<file path="src/awpw_pkg.sv">
// ============================================================================
// awpw_pkg
// Shared types and constants for the address window pixel writer.
// ============================================================================
`default_nettype none

package awpw_pkg;

  localparam int GAME_WIDTH_DEF  = 128;
  localparam int GAME_HEIGHT_DEF = 128;
  localparam int ROW_PITCH_DEF   = 160;

  localparam int FieldW  = 16;
  localparam int CoordW  = 18;
  localparam int LeftW   = 17;
  localparam int IndexW  = 15;
  localparam int ColorW  = 15;
  localparam int ChanW   = 5;

  localparam int RedLsb   = 11;
  localparam int GreenLsb = 6;
  localparam int BlueLsb  = 10;

  typedef logic signed [CoordW-1:0] coord_t;
  typedef logic signed [LeftW-1:0]  left_t;
  typedef logic signed [FieldW-1:0] field_t;
  typedef logic [IndexW-1:0]        index_t;
  typedef logic [ColorW-1:0]        color_t;
  typedef logic [FieldW-1:0]        pixel_t;

  localparam coord_t ROW_MAX = coord_t'(131071);

  typedef enum logic {
    KIND_WINDOW = 1'b0,
    KIND_PIXEL  = 1'b1
  } kind_t;

  typedef struct packed {
    field_t x;
    field_t y;
    field_t width;
    field_t height;
  } win_t;

  typedef struct packed {
    logic   write_enable;
    index_t pixel_index;
  } pix_res_t;

endpackage

`default_nettype wire

</file>
<file path="src/awpw_in_if.sv">
// ============================================================================
// awpw_in_if
// Request channel carrying set-window and pixel requests.
// ============================================================================
`default_nettype none

interface awpw_in_if;
  import awpw_pkg::*;

  logic   valid;
  logic   ready;
  logic   kind;
  field_t x;
  field_t y;
  field_t width;
  field_t height;
  pixel_t pixel_value;
  logic   keep_order;
  logic   burst_end;

  modport source (
    output valid, kind, x, y, width, height, pixel_value, keep_order, burst_end,
    input  ready
  );

  modport sink (
    input  valid, kind, x, y, width, height, pixel_value, keep_order, burst_end,
    output ready
  );
endinterface

`default_nettype wire

</file>
<file path="src/awpw_out_if.sv">
// ============================================================================
// awpw_out_if
// Result channel carrying one bitmap write per pixel request.
// ============================================================================
`default_nettype none

interface awpw_out_if;
  import awpw_pkg::*;

  logic   valid;
  logic   ready;
  logic   write_enable;
  logic   page;
  index_t pixel_index;
  color_t bgr_color;
  logic   burst_done;

  modport source (
    output valid, write_enable, page, pixel_index, bgr_color, burst_done,
    input  ready
  );

  modport sink (
    input  valid, write_enable, page, pixel_index, bgr_color, burst_done,
    output ready
  );
endinterface

`default_nettype wire

</file>
<file path="src/address_window_pixel_writer_top.sv">
// ============================================================================
// address_window_pixel_writer_top
// Display address window with a cursor that turns pixel requests into writes.
// ============================================================================
// Every request is taken into an input register and handled from there:
// a set-window request updates the window and cursor, a pixel request reads the
// cursor, steps it and loads one bitmap write into the output register. The
// block takes one request per cycle for as long as the result side is ready,
// and each write is offered from the output register; the combinational
// cursor compare and increment sets that rate. The draw page may be written
// only while no request is in flight.
`default_nettype none

module address_window_pixel_writer_top #(
  parameter int GAME_WIDTH  = awpw_pkg::GAME_WIDTH_DEF,
  parameter int GAME_HEIGHT = awpw_pkg::GAME_HEIGHT_DEF,
  parameter int ROW_PITCH   = awpw_pkg::ROW_PITCH_DEF
) (
  input  logic       clk,
  input  logic       rst_n,
  awpw_in_if.sink    in_ch,
  awpw_out_if.source out_ch,
  input  logic       cfg_we,
  input  logic       cfg_wdata
);
  import awpw_pkg::*;

  logic     draw_page_r;
  logic     in_valid_r,  in_valid_nxt;
  logic     out_valid_r, out_valid_nxt;

  logic     in_kind_r;
  win_t     in_win_r;
  pixel_t   in_pixel_r;
  logic     in_keep_r;
  logic     in_burst_r;

  logic     out_we_r;
  logic     out_page_r;
  index_t   out_index_r;
  color_t   out_color_r;
  logic     out_burst_r;

  logic     accept;
  logic     adv;
  logic     is_pixel;
  logic     out_load;
  pix_res_t res;
  color_t   color;

  assign is_pixel = (in_kind_r == KIND_PIXEL);
  assign adv      = in_valid_r && (!is_pixel || !out_valid_r || out_ch.ready);
  assign out_load = adv && is_pixel;
  assign in_ch.ready = !in_valid_r || adv;
  assign accept   = in_ch.valid && in_ch.ready;

  awpw_cursor #(
    .GAME_WIDTH  (GAME_WIDTH),
    .GAME_HEIGHT (GAME_HEIGHT),
    .ROW_PITCH   (ROW_PITCH)
  ) u_cursor (
    .clk      (clk),
    .rst_n    (rst_n),
    .win_load (adv && !is_pixel),
    .win      (in_win_r),
    .pix_step (out_load),
    .res      (res)
  );

  awpw_color u_color (
    .pixel_value (in_pixel_r),
    .keep_order  (in_keep_r),
    .bgr_color   (color)
  );

  always_comb begin
    in_valid_nxt = in_valid_r;
    if (accept) begin
      in_valid_nxt = 1'b1;
    end else if (adv) begin
      in_valid_nxt = 1'b0;
    end
    out_valid_nxt = out_valid_r;
    if (out_load) begin
      out_valid_nxt = 1'b1;
    end else if (out_ch.ready) begin
      out_valid_nxt = 1'b0;
    end
  end

  always_ff @(posedge clk) begin
    if (!rst_n) begin
      draw_page_r <= 1'b0;
      in_valid_r  <= 1'b0;
      out_valid_r <= 1'b0;
    end else begin
      if (cfg_we) begin
        draw_page_r <= cfg_wdata;
      end
      in_valid_r  <= in_valid_nxt;
      out_valid_r <= out_valid_nxt;
    end
  end

  always_ff @(posedge clk) begin
    if (accept) begin
      in_kind_r         <= in_ch.kind;
      in_win_r.x        <= in_ch.x;
      in_win_r.y        <= in_ch.y;
      in_win_r.width    <= in_ch.width;
      in_win_r.height   <= in_ch.height;
      in_pixel_r        <= in_ch.pixel_value;
      in_keep_r         <= in_ch.keep_order;
      in_burst_r        <= in_ch.burst_end;
    end
    if (out_load) begin
      out_we_r    <= res.write_enable;
      out_page_r  <= draw_page_r;
      out_index_r <= res.pixel_index;
      out_color_r <= color;
      out_burst_r <= in_burst_r;
    end
  end

  assign out_ch.valid        = out_valid_r;
  assign out_ch.write_enable = out_we_r;
  assign out_ch.page         = out_page_r;
  assign out_ch.pixel_index  = out_index_r;
  assign out_ch.bgr_color    = out_color_r;
  assign out_ch.burst_done   = out_burst_r;

`ifndef SYNTH
  a_window_no_result: assert property (@(posedge clk) disable iff (!rst_n)
    (adv && !is_pixel) |=> (out_valid_r == $past(out_valid_r && !out_ch.ready)))
    else $error("set-window request changed the result register");

  a_pixel_gives_result: assert property (@(posedge clk) disable iff (!rst_n)
    out_load |=> out_valid_r)
    else $error("pixel request did not produce a write");

  a_outside_zero_index: assert property (@(posedge clk) disable iff (!rst_n)
    (out_valid_r && !out_we_r) |-> (out_index_r == '0))
    else $error("disabled write carries a nonzero pixel index");
`endif

endmodule

`default_nettype wire

</file>
<file path="src/awpw_color.sv">
// ============================================================================
// awpw_color
// Optional byte swap and RGB565 to BGR555 conversion.
// ============================================================================
`default_nettype none

module awpw_color (
  input  awpw_pkg::pixel_t pixel_value,
  input  logic             keep_order,
  output awpw_pkg::color_t bgr_color
);
  import awpw_pkg::*;

  pixel_t           pix;
  logic [ChanW-1:0] red;
  logic [ChanW-1:0] green;
  logic [ChanW-1:0] blue;

  assign pix   = keep_order ? pixel_value : {pixel_value[7:0], pixel_value[15:8]};
  assign red   = pix[RedLsb +: ChanW];
  assign green = pix[GreenLsb +: ChanW];
  assign blue  = pix[ChanW-1:0];

  // Blue lands in the top field, red in the bottom one.
  assign bgr_color = {blue, green, red};

endmodule

`default_nettype wire

</file>
<file path="src/awpw_cursor.sv">
// ============================================================================
// awpw_cursor
// Window edges and write cursor, with the bounds check and pixel address.
// ============================================================================
`default_nettype none

module awpw_cursor #(
  parameter int GAME_WIDTH  = awpw_pkg::GAME_WIDTH_DEF,
  parameter int GAME_HEIGHT = awpw_pkg::GAME_HEIGHT_DEF,
  parameter int ROW_PITCH   = awpw_pkg::ROW_PITCH_DEF
) (
  input  logic               clk,
  input  logic               rst_n,
  input  logic               win_load,
  input  awpw_pkg::win_t     win,
  input  logic               pix_step,
  output awpw_pkg::pix_res_t res
);
  import awpw_pkg::*;

  localparam int RowW = $clog2(GAME_HEIGHT + 1);
  localparam int ColW = $clog2(GAME_WIDTH + 1);

  left_t  left_edge_r,  left_edge_nxt;
  coord_t right_edge_r, right_edge_nxt;
  coord_t cursor_col_r, cursor_col_nxt;
  coord_t cursor_row_r, cursor_row_nxt;

  logic   win_ok;
  logic   in_area;
  coord_t col_inc;

  assign win_ok = (win.width > 0) && (win.height > 0);

  assign in_area = !cursor_col_r[CoordW-1] && (cursor_col_r < coord_t'(GAME_WIDTH)) &&
                   !cursor_row_r[CoordW-1] && (cursor_row_r < coord_t'(GAME_HEIGHT));

  assign col_inc = cursor_col_r + coord_t'(1);

  always_comb begin
    res.write_enable = in_area;
    res.pixel_index  = '0;
    if (in_area) begin
      res.pixel_index = IndexW'(cursor_row_r[RowW-1:0]) * IndexW'(ROW_PITCH)
                      + IndexW'(cursor_col_r[ColW-1:0]);
    end
  end

  always_comb begin
    left_edge_nxt  = left_edge_r;
    right_edge_nxt = right_edge_r;
    cursor_col_nxt = cursor_col_r;
    cursor_row_nxt = cursor_row_r;
    if (win_load && win_ok) begin
      left_edge_nxt  = LeftW'(win.x);
      right_edge_nxt = CoordW'(win.x) + CoordW'(win.width) - coord_t'(1);
      cursor_col_nxt = CoordW'(win.x);
      cursor_row_nxt = CoordW'(win.y);
    end else if (pix_step) begin
      if (col_inc > right_edge_r) begin
        cursor_col_nxt = CoordW'(left_edge_r);
        if (cursor_row_r < ROW_MAX) begin
          cursor_row_nxt = cursor_row_r + coord_t'(1);
        end
      end else begin
        cursor_col_nxt = col_inc;
      end
    end
  end

  always_ff @(posedge clk) begin
    if (!rst_n) begin
      left_edge_r  <= '0;
      right_edge_r <= '1;
      cursor_col_r <= '0;
      cursor_row_r <= '0;
    end else begin
      left_edge_r  <= left_edge_nxt;
      right_edge_r <= right_edge_nxt;
      cursor_col_r <= cursor_col_nxt;
      cursor_row_r <= cursor_row_nxt;
    end
  end

endmodule

`default_nettype wire

</file>
<file path="src/flat_wrapper.sv">
// flat-port wrapper written by rule: the top's interface ports become plain ports
module address_window_pixel_writer_top_flat import awpw_pkg::*;
#(
  parameter int GAME_WIDTH  = awpw_pkg::GAME_WIDTH_DEF,
  parameter int GAME_HEIGHT = awpw_pkg::GAME_HEIGHT_DEF,
  parameter int ROW_PITCH   = awpw_pkg::ROW_PITCH_DEF
)
  (clk, rst_n, cfg_we, cfg_wdata, in_ch_valid, in_ch_kind, in_ch_x, in_ch_y, in_ch_width, in_ch_height, in_ch_pixel_value, in_ch_keep_order, in_ch_burst_end, in_ch_ready, out_ch_valid, out_ch_write_enable, out_ch_page, out_ch_pixel_index, out_ch_bgr_color, out_ch_burst_done, out_ch_ready);
  awpw_in_if in_ch_i ();
  awpw_out_if out_ch_i ();
  input  logic clk;
  input  logic rst_n;
  input  logic cfg_we;
  input  logic cfg_wdata;
  input wire logic [$bits(in_ch_i.valid)-1:0] in_ch_valid;
  input wire logic [$bits(in_ch_i.kind)-1:0] in_ch_kind;
  input wire logic [$bits(in_ch_i.x)-1:0] in_ch_x;
  input wire logic [$bits(in_ch_i.y)-1:0] in_ch_y;
  input wire logic [$bits(in_ch_i.width)-1:0] in_ch_width;
  input wire logic [$bits(in_ch_i.height)-1:0] in_ch_height;
  input wire logic [$bits(in_ch_i.pixel_value)-1:0] in_ch_pixel_value;
  input wire logic [$bits(in_ch_i.keep_order)-1:0] in_ch_keep_order;
  input wire logic [$bits(in_ch_i.burst_end)-1:0] in_ch_burst_end;
  output wire logic [$bits(in_ch_i.ready)-1:0] in_ch_ready;
  output wire logic [$bits(out_ch_i.valid)-1:0] out_ch_valid;
  output wire logic [$bits(out_ch_i.write_enable)-1:0] out_ch_write_enable;
  output wire logic [$bits(out_ch_i.page)-1:0] out_ch_page;
  output wire logic [$bits(out_ch_i.pixel_index)-1:0] out_ch_pixel_index;
  output wire logic [$bits(out_ch_i.bgr_color)-1:0] out_ch_bgr_color;
  output wire logic [$bits(out_ch_i.burst_done)-1:0] out_ch_burst_done;
  input wire logic [$bits(out_ch_i.ready)-1:0] out_ch_ready;
  assign in_ch_i.valid = in_ch_valid;
  assign in_ch_i.kind = in_ch_kind;
  assign in_ch_i.x = in_ch_x;
  assign in_ch_i.y = in_ch_y;
  assign in_ch_i.width = in_ch_width;
  assign in_ch_i.height = in_ch_height;
  assign in_ch_i.pixel_value = in_ch_pixel_value;
  assign in_ch_i.keep_order = in_ch_keep_order;
  assign in_ch_i.burst_end = in_ch_burst_end;
  assign in_ch_ready = in_ch_i.ready;
  assign out_ch_valid = out_ch_i.valid;
  assign out_ch_write_enable = out_ch_i.write_enable;
  assign out_ch_page = out_ch_i.page;
  assign out_ch_pixel_index = out_ch_i.pixel_index;
  assign out_ch_bgr_color = out_ch_i.bgr_color;
  assign out_ch_burst_done = out_ch_i.burst_done;
  assign out_ch_i.ready = out_ch_ready;
  address_window_pixel_writer_top #(.GAME_WIDTH(GAME_WIDTH), .GAME_HEIGHT(GAME_HEIGHT), .ROW_PITCH(ROW_PITCH)) u_core (.clk(clk), .rst_n(rst_n), .in_ch(in_ch_i), .out_ch(out_ch_i), .cfg_we(cfg_we), .cfg_wdata(cfg_wdata));
endmodule
</file>
<file path="config.mk">
export PLATFORM = sky130hd
export DESIGN_NAME = address_window_pixel_writer_top_flat
export DESIGN_NICKNAME = d
export VERILOG_FILES = /design/src/awpw_pkg.sv /design/src/awpw_in_if.sv /design/src/awpw_out_if.sv /design/src/address_window_pixel_writer_top.sv /design/src/awpw_color.sv /design/src/awpw_cursor.sv /design/src/flat_wrapper.sv
export SDC_FILE = /design/constraint.sdc
export NUM_CORES = 1
export LEC_CHECK = 0
export ABC_AREA = 1
export BUFFER_PORTS_ARGS = -buffer_cell sky130_fd_sc_hd__buf_4
export CAP_MARGIN = 5
export CORE_ASPECT_RATIO = 1.1
export CORE_MARGIN = 1.5
export CORE_UTILIZATION = 35
export DETAILED_ROUTE_END_ITERATION = 10
export PLACE_DENSITY = 0.61
export SETUP_SLACK_MARGIN = 0.02
export SLEW_MARGIN = 25
export SYNTH_ARGS = -nofsm -noshare
export SYNTH_HDL_FRONTEND = slang
export SYNTH_SLANG_ARGS = --single-unit
</file>
<file path="constraint.sdc">
create_clock -name clk -period 7.5 [get_ports clk]
set_input_delay 2.25 -clock clk [delete_from_list [all_inputs] [get_ports clk]]
set_output_delay 2.25 -clock clk [all_outputs]
set_load 0.05 [all_outputs]
</file>
==> results.cfg, run 1 <==
[routing]
ant_nets = 0
dr_total_vias = 8014
vias_per_cell = 4.74
drc = 2
wirelength_um = 22900
drt_iter0_markers = 438
routedWlPerCell_um = 13.5
drtPass1Iterations = 9

[yosys]
ys_seq_area_share_pct = 48.0
avgSynthCellArea_um2 = 8.62
synthMuxAreaShare_pct = 0.109
synth.distinct_cells = 48
ys.flop_type = edfxtp_1
synthTopCellsByArea = edfxtp_1 34%, dfxtp_1 14%, ha_1 9.0%, nand2_1 8.6%, inv_1 7.7%
synth_enable_flop_cells = 116
netlist_instances = 1196
yosysTopAreaCell = edfxtp_1
async_flop_share_pct = 0
synth_nets = 1362
synth-simple-area-share_pct = 20.3
ys_seq_elements = 189
synth_top_family_by_area = simple AND/OR/NAND/NOR gates
yosys.area_share.adder_pct = 9.56
yosysTopAreaCellShare_pct = 33.8
ys_warn_count = 0
synth-compound-area-share_pct = 9.51
netlist_area_mm2 = 0.0103
yosys.area_share.xor_xnor_pct = 3.23

[timing]
slew_headroom_pct = 41.2
tns_ns = 0
setup_viol_count_final = 0
hold_viol = 0
rsz0062_at_grt = false
post-route-min-period_ns = 5.42
drv_slew = 0
max_freq_mhz = 185
fin_ws_ns = 2.08
skew_ns = 0.0175
worst-slew-pin-transition_ns = 0.877
finalCritPeriodShare_pct = 72.2
hold_ws_ns = 0.423

[clocking]
clock_sinks = 189
ctsHoldBuffers = 0
post_cts_resized = 0
clockRootBuffer = clkbuf_16
cts_buffer_depth = 2
htree_levels = 4
cts_tree = yes
path_clk_slew_ns = 0.07
clock_latency_ns = 0.44
cts_buffers = 17
post-cts-setup-buffers = 0

[global_route]
grt_pass1_vias = 7892
grt_max_degree = 72
antenna_found_initial = 0
grt-ovfl-total = 0
grt_pass1_wl_um = 37500
grtUsageTotal_pct = 15.4

[final_layout]
drive_gt1_share_pct = 16.0
syn2layout_area_growth_pct = 18.3
final_area_mm2 = 0.0122
fin_nets = 1477
antenna_cells = 0

[pwr]
power.internal_uw = 1790
p_comb_share_pct = 12.4
powerDensity_mw_per_mm2 = 197
p_leak_uw = 0.00561
power_switching_uw = 610
p_sw_share_pct = 25.4
pwr-share-seq_pct = 49.0
clockPowerShare_pct = 38.6
ir_drop_mv = 0.173

[die]
rows = 65
initial_core_util_pct = 35.7
coreArea_mm2 = 0.0289
die_h_um = 183
die_w_um = 167
dieArea_mm2 = 0.0305
ios = 124

[critical_path]
required_ns = 5.25
crit_type = input pin to output port
rrSetupSlack_ns = 3.40
critPathCaptureType = output port
r2r-end = u_core.u_cursor.cursor_row_r[9]
worstPathMaxFanout = 2
arrival_ns = 3.17
r2r_cells = 17
setup.worst_path.start = out_ch_ready
worstReg2RegStart = u_core.u_cursor.cursor_col_r[0]
crit_path_end = in_ch_ready
start_kind = input pin

[placement]
port_buffers = 123
gp_congestion = 0.836
dp_hpwl_um = 16800
pre_cts_ws_ns = 2.09
dpl_cell_area_mm2 = 0.0116

[status]
status = finished with violations
violations = DRC

[run]
cap_violations = 0

[worst_hold_path]
hold_path_class = flip-flop to flip-flop
## cells by family after synthesis
family,count (synthesis)
muxes,1
buffers and inverters,248
xor gates and xnor gates,38
adders and majority gates,77
and+or+nand+nor,469
DFF,189
AOI/OAI and AO/OA,174
## state kept, by name, summed over array words and instances (netlist names)
signal / count
u_core.draw_page_r: 1
u_core.in_burst_r: 1
u_core.in_keep_r: 1
u_core.in_kind_r: 1
u_core.in_pixel_r: 16
u_core.in_valid_r: 1
u_core.in_win_r: 64
u_core.out_ch.bgr_color: 15
u_core.out_ch.burst_done: 1
u_core.out_ch.page: 1
u_core.out_ch.pixel_index: 15
u_core.out_ch.valid: 1
u_core.out_ch.write_enable: 1
u_core.u_cursor.cursor_col_r: 18
u_core.u_cursor.cursor_row_r: 18
u_core.u_cursor.left_edge_r: 16
u_core.u_cursor.right_edge_r: 18
## per-layer routing
layer | part of all wire (%) | up-vias | GRT usage (%)
met3 | 5.0 | 27 | 4.01
met1 | 45 | 3682 | 18.1
met2 | 48 | 156 | 27.2
met4 | 2.0 | 0 | 5.42
met5 | 0 | - | 0
li1 | - | 4149 | -
## through the flow
step / power, µW / util, % / std cells
floorplan: 1390 / - / 1196
global placement: 1490 / 40.1 / 1659
detailed placement: 1500 / 40.2 / 1660
CTS: 2430 / 42.3 / 1692
global route: 2510 / 42.3 / 1692
finish: 2400 / 42.3 / 1692
## worst max-delay path, stage by stage
cell	delay [ns]
buf_4	0.11
nor2_1	0.22
inv_1	0.09
nor2_1	0.21
inv_1	0.09
buf_4	0.20
## cells in the final DEF, fill, tap and decap left out, drive strengths merged, types with 2 or more instances in the layout
cell type / Yosys / routed
nor2: 73 / 73
nand3: 96 / 96
nand4: 14 / 14
a31oi: 2 / 2
edfxtp: 116 / 116
xnor2: 11 / 11
clkbuf: 16 / 18
inv: 214 / 217
buf: 17 / 129
clkinv: 1 / 6
dfxtp: 73 / 73
o211ai: 6 / 6
ha: 74 / 74
xor2: 27 / 27
clkinvlp: 0 / 3
o21ai: 42 / 42
nor3: 16 / 16
o31ai: 2 / 2
nand2: 255 / 255
o21a: 2 / 2
bufinv: 0 / 3
a21o: 3 / 3
fa: 3 / 3
o21bai: 2 / 2
or2: 4 / 4
nor4: 6 / 6
a21oi: 112 / 112
## area by class of cell
type                    instances  area (µm²)
fillers                      2836       16700
clock buffers                  18         429
repair buffers                129         981
well taps                     368         460
inverters                     215         807
clock inverters                14         165
multi-input cells             759        4410
flip-flops and latches        189        4940
## power groups by stage
stage / logic (µW) / clock network (µW) / registers, µW
final: 297 / 927 / 1170
after global routing: 338 / 996 / 1180
after CTS: 300 / 955 / 1170
after detailed placement: 298 / 0 / 1200
after global placement: 292 / 0 / 1200
after floorplan: 185 / 0 / 1210
## how the worst min path moves through the flow
| stage | from | slack, ns | end | depth (start not counted) |
|---|---|---|---|---|
| global route | u_core.in_burst_r | 0.43 | u_core.out_ch.burst_done | 0 |
| CTS | u_core.in_burst_r | 0.42 | u_core.out_ch.burst_done | 0 |
| finish | u_core.in_burst_r | 0.42 | u_core.out_ch.burst_done | 0 |
| detailed placement | u_core.in_burst_r | 0.41 | u_core.out_ch.burst_done | 0 |
| floorplan | u_core.in_burst_r | 0.40 | u_core.out_ch.burst_done | 0 |
| global placement | u_core.in_burst_r | 0.40 | u_core.out_ch.burst_done | 0 |
## synth_stat cells, types with 2 or more instances
library cell	instances
xor2_1	27
nand3_1	90
a21oi_2	16
a31oi_1	2
inv_1	211
dfxtp_1	73
nor3_1	15
or2_2	3
buf_1	2
edfxtp_1	116
clkbuf_1	16
buf_2	12
a21oi_1	96
nand2_4	2
a21o_1	3
ha_1	74
o21bai_1	2
xnor2_1	11
nand4_1	14
nor4_1	6
fa_1	3
nand2_2	16
o31ai_1	2
nand2_1	237
nor2_1	70
inv_2	3
o21ai_0	41
nor2_2	2
o21a_1	2
buf_6	2
o211ai_1	6
nand3_2	5
No activity file was read; power rests on OpenSTA's default activity.
==> run 2: changes to the inputs <==
Clock period 7.5 ns to 5.1 ns, I/O delays scaled along.
==> results.cfg, run 2 (synthesized netlist as in run 1, its figures left out) <==
[status]
status = finished with violations
violations = DRC

[critical_path]
arrival_ns = 2.47
critPathCaptureType = output port
crit_type = input pin to output port
required_ns = 3.57
worstPathMaxFanout = 2
start_kind = input pin

[global_route]
antenna_found_initial = 0
grt_max_degree = 98
grt_pass1_vias = 8111
grt_pass1_wl_um = 38700
grtUsageTotal_pct = 15.8
grt-ovfl-total = 0

[placement]
port_buffers = 123
dp_cells = 1661
dp_hpwl_um = 17000
gp_congestion = 0.861

[final_layout]
drive_gt1_share_pct = 16.2
multi_input_area_mm2 = 0.00441
syn2layout_area_growth_pct = 18.2
final_cell_count_no_fill = 1693
fin_nets = 1478
regArea_mm2 = 0.00494
largest_reg_flops = 64
layout_commonest_cell = nand2_1
fillers = 2842
antenna_cells = 0
top_register = u_core.in_win_r
layout_common_cells = 237 x nand2_1, 211 x inv_1, 130 x buf_4

[clocking]
htree_levels = 4
cts_buffer_depth = 2
post_cts_resized = 0
cts_buffers = 17
post-cts-setup-buffers = 0
ctsHoldBuffers = 0
path_clk_slew_ns = 0.07
clock_latency_ns = 0.44
clockRootBuffer = clkbuf_16
clock_sinks = 189
cts_tree = yes

[timing]
setup_viol_count_final = 0
drv_slew = 0
slew_headroom_pct = 35.1
rsz0062_at_grt = false
post-route-min-period_ns = 4.00
hold_viol = 0
worst-slew-pin-transition_ns = 0.974
max_freq_mhz = 250
skew_ns = 0.00956
finalCritPeriodShare_pct = 78.3
tns_ns = 0
hold_ws_ns = 0.432

[die]
initial_core_util_pct = 35.7
dieArea_mm2 = 0.0305
coreArea_mm2 = 0.0289
ios = 124
die_w_um = 167
rows = 65
die_h_um = 183

[pwr]
p_comb_share_pct = 12.5
p_sw_share_pct = 25.8
power.internal_uw = 2590
powerDensity_mw_per_mm2 = 286
p_leak_uw = 0.00562
clockPowerShare_pct = 38.0
power_switching_uw = 898
pwr-share-seq_pct = 49.6
ir_drop_mv = 0.213

[routing]
routedWlPerCell_um = 13.6
wirelength_um = 23100
vias_per_cell = 4.78
drt_iter0_markers = 367
dr_total_vias = 8085
drc = 4
ant_nets = 0
drtPass1Iterations = 9

[worst_hold_path]
hold_path_class = flip-flop to flip-flop

[run]
cap_violations = 0
-- run 2: cell types whose count changed in the layout (fill, tap and decap cells not counted), moves of 2 or more --
cell / change
buf_4: +2
bufinv_16: -2
clkbuf_8: +2
clkinv_4: +4
inv_6: -2
-- run 2: worst max-delay path: stages --
cell    delay (ns)
buf_4         0.11
nor2_1        0.22
inv_1         0.09
nor2_1        0.21
inv_1         0.10
buf_4         0.20
-- run 2: cell type report --
class | instances | area share [%]
clock buffers | 20 | 3.92
clock inverters | 12 | 0.913
inverters | 215 | 6.62
multi-input cells | 759 | 36.2
flip-flops and latches | 189 | 40.6
well taps | 368 | 3.78
repair buffers | 130 | 8.01
-- run 2: final timing paths --
path	start	endpoint	cells past startpoint	slack, ns
setup / recovery	out_ch_ready	in_ch_ready	6	1.10
hold / removal	u_core.draw_page_r	u_core.out_ch.page	0	0.43
setup reg to reg	u_core.u_cursor.cursor_col_r[0]	u_core.u_cursor.cursor_row_r[7]	21	1.20
hold reg to reg	u_core.draw_page_r	u_core.out_ch.page	0	0.43
-- run 2: through the flow --
| stage | worst slack [ns] | utilization [%] | power [µW] | instance area [µm²] |
|---|---|---|---|---|
| 6_report | 1.10 | 42.2 | 3480 | 12200 |
| 5_1_grt | 0.706 | 42.2 | 3640 | 12200 |
| 4_1_cts | 1.11 | 42.2 | 3530 | 12200 |
| 3_5_place_dp | 1.12 | 40.2 | 2200 | 11600 |
| 3_3_place_gp | 1.13 | 40.2 | 2190 | 11600 |
| 2_1_floorplan | 0.807 | - | 2050 | 10300 |
-- run 2: routing by layer --
| metal | GRT usage (%) | up-vias | part of all wire (%) |
|---|---|---|---|
| li1 | - | 4158 | - |
| met1 | 18.6 | 3700 | 45 |
| met2 | 27.1 | 185 | 46 |
| met3 | 3.54 | 42 | 5.6 |
| met4 | 8.00 | 0 | 3.6 |
| met5 | 0 | - | 0 |
-- run 2: power groups by stage --
stage | Combinational, µW | Sequential (µW) | Clock (µW)
final | 435 | 1730 | 1320
after global placement | 430 | 1760 | 0
after detailed placement | 436 | 1760 | 0
after global routing | 496 | 1730 | 1410
after CTS | 439 | 1730 | 1360
after floorplan | 272 | 1780 | 0
==> run 3: changes to the inputs <==
Settings changed: ABC_AREA 1 to 0.
Clock period 5.1 ns to 3.94 ns, I/O delays scaled along.
==> results.cfg, run 3 <==
[clocking]
cts_buffers = 17
clock_sinks = 189
path_clk_slew_ns = 0.07
cts_tree = yes
htree_levels = 4
clock_latency_ns = 0.43
ctsHoldBuffers = 0
cts_buffer_depth = 2
clockRootBuffer = clkbuf_16

[final_layout]
layout_common_cells = 141 x buf_4, 116 x edfxtp_1, 113 x inv_1
largest_reg_flops = 64
syn2layout_area_growth_pct = 22.5
post-route-util_pct = 44.0
fin_nets = 1190
antenna_cells = 0
final_area_mm2 = 0.0116
layout_commonest_cell = buf_4
top_register = u_core.in_win_r
drive_gt1_share_pct = 21.3

[run]
cap_violations = 0

[timing]
drv_slew = 0
hold_viol = 0
slew_headroom_pct = 37.9
worst-slew-pin-transition_ns = 0.932
rsz0062_at_grt = false
max_freq_mhz = 268
post-route-min-period_ns = 3.73
finalCritPeriodShare_pct = 94.6
tns_ns = 0
setup_viol_count_final = 0
skew_ns = 0.0111

[critical_path]
cp_cell_sequence = and3_4, and3_4, nand2_2, or3_4, xnor2_2, ha_1, nand2_2, or3b_1, a31oi_1, and4b_1, or2_0, buf_6, or4_1, a311oi_1
required_ns = 4.28
crit_type = flip-flop to flip-flop
worstPathMaxFanout = 17
setup.worst_path.start = u_core.u_cursor.cursor_col_r[3]
start_kind = flip-flop
critPathCaptureType = flip-flop
r2r_cells = 14
arrival_ns = 4.06
rrSetupSlack_ns = 0.21
worstReg2RegStart = u_core.u_cursor.cursor_col_r[3]
crit_slowest_cell = or4_1
crit_path_end = u_core.u_cursor.cursor_row_r[5]
r2r-end = u_core.u_cursor.cursor_row_r[5]
cpPeakStageDelay_ns = 0.46

[die]
die_h_um = 175
coreArea_mm2 = 0.0263
die_w_um = 160
initial_core_util_pct = 35.9
dieArea_mm2 = 0.0280
rows = 62
ios = 124

[placement]
dpl_cell_area_mm2 = 0.0108
port_buffers = 123
dp_hpwl_um = 15800
gp_congestion = 0.867

[yosys]
yosysTopAreaCell = edfxtp_1
netlist_area_mm2 = 0.00944
synth_most_common_cell = edfxtp_1
avgSynthCellArea_um2 = 10.6
ys_seq_elements = 189
ys_warn_count = 0
netlist_instances = 892
synth_enable_flop_cells = 116
yosysTopAreaCellShare_pct = 36.9
synth_nets = 1058
async_flop_share_pct = 0
ys_seq_area_share_pct = 52.4
ys.flop_type = edfxtp_1
synthTopCellsByArea = edfxtp_1 37%, dfxtp_1 15%, ha_1 9.8%, inv_1 4.5%, nand2_1 3.3%
ys_top_cells_by_count = 116 x edfxtp_1, 113 x inv_1, 83 x nand2_1
synth.distinct_cells = 60

[routing]
drtPass1Iterations = 4
routedWlPerCell_um = 15.3
drt_iter0_markers = 335
vias_per_cell = 4.91
drc = 0
dr_total_vias = 6823
ant_nets = 0
wirelength_um = 21200

[worst_hold_path]
hold_path_depth = 0
hold_path_class = flip-flop to flip-flop

[status]
status = complete, no violations

[pwr]
ir_drop_mv = 0.260
powerDensity_mw_per_mm2 = 389
p_leak_uw = 0.00490
p_total_uw = 4490

[global_route]
grt_pass1_wl_um = 33800
grt-ovfl-total = 0
antenna_found_initial = 0
grt_max_degree = 57
grtUsageTotal_pct = 15.4
grt_pass1_vias = 6604
[run 3: how the worst min path moves through the flow]
stage	startpoint	to
final	u_core.in_burst_r	u_core.out_ch.burst_done
after global routing	u_core.in_burst_r	u_core.out_ch.burst_done
after CTS	u_core.in_burst_r	u_core.out_ch.burst_done
after detailed placement	u_core.in_burst_r	u_core.out_ch.burst_done
after global placement	u_core.in_burst_r	u_core.out_ch.burst_done
after floorplan	u_core.in_burst_r	u_core.out_ch.burst_done
[run 3: what timing repair did]
action,4_1_cts,5_1_grt
resized for setup,1,18
pin swaps,0,6
hold endpoints to repair,0,0
setup endpoints to repair,2,32
setup buffers,0,4
[run 3: cell type report]
type,count,area (µm²)
clock inverters,15,173
repair buffers,144,1120
multi-input cells,559,4040
well taps,352,440
clock buffers,17,425
flip-flops and latches,189,4950
inverters,113,424
fillers,2499,14700
[run 3: cells by family after synthesis]
logic type,after synthesis,synth area share (%)
fa+ha+maj,77,10.4
buf+inv,144,5.93
xor+xnor,42,3.90
flops,189,52.4
mux,29,3.27
simple gates,232,12.1
compound gates,179,12.0
[run 3: metal layers]
layer  global-route usage (%)  share of wire, %
met5                        0                 0
met4                     4.09               1.2
met3                     3.30               4.8
met2                     26.0                48
met1                     20.0                46
[run 3: worst max-delay path, delay by kind of cell (launching register included)]
family,cells,cell delay [ns]
flops,1,0.35
compound gates,2,0.40
xor+xnor,1,0.16
fa+ha+maj,1,0.34
simple gates,9,2.22
buf+inv,1,0.16
[run 3: through the flow]
stage / setup slack, ns / hold slack (ns) / std cells
6_report: 0.211 / 0.431 / 1389
5_1_grt: 0.0227 / 0.435 / 1389
4_1_cts: 0.0481 / 0.431 / 1384
3_5_place_dp: 0.0264 / 0.426 / 1352
3_3_place_gp: 0.0748 / 0.403 / 1352
2_1_floorplan: 0.0543 / 0.400 / 892
[run 3: power breakdown]
| group | total [µW] | internal, µW | switching [µW] |
|---|---|---|---|
| Clock | 1740 | 910 | 829 |
| Combinational | 528 | 229 | 300 |
| Sequential | 2230 | 2180 | 44.1 |
| Total | 4490 | 3320 | 1170 |
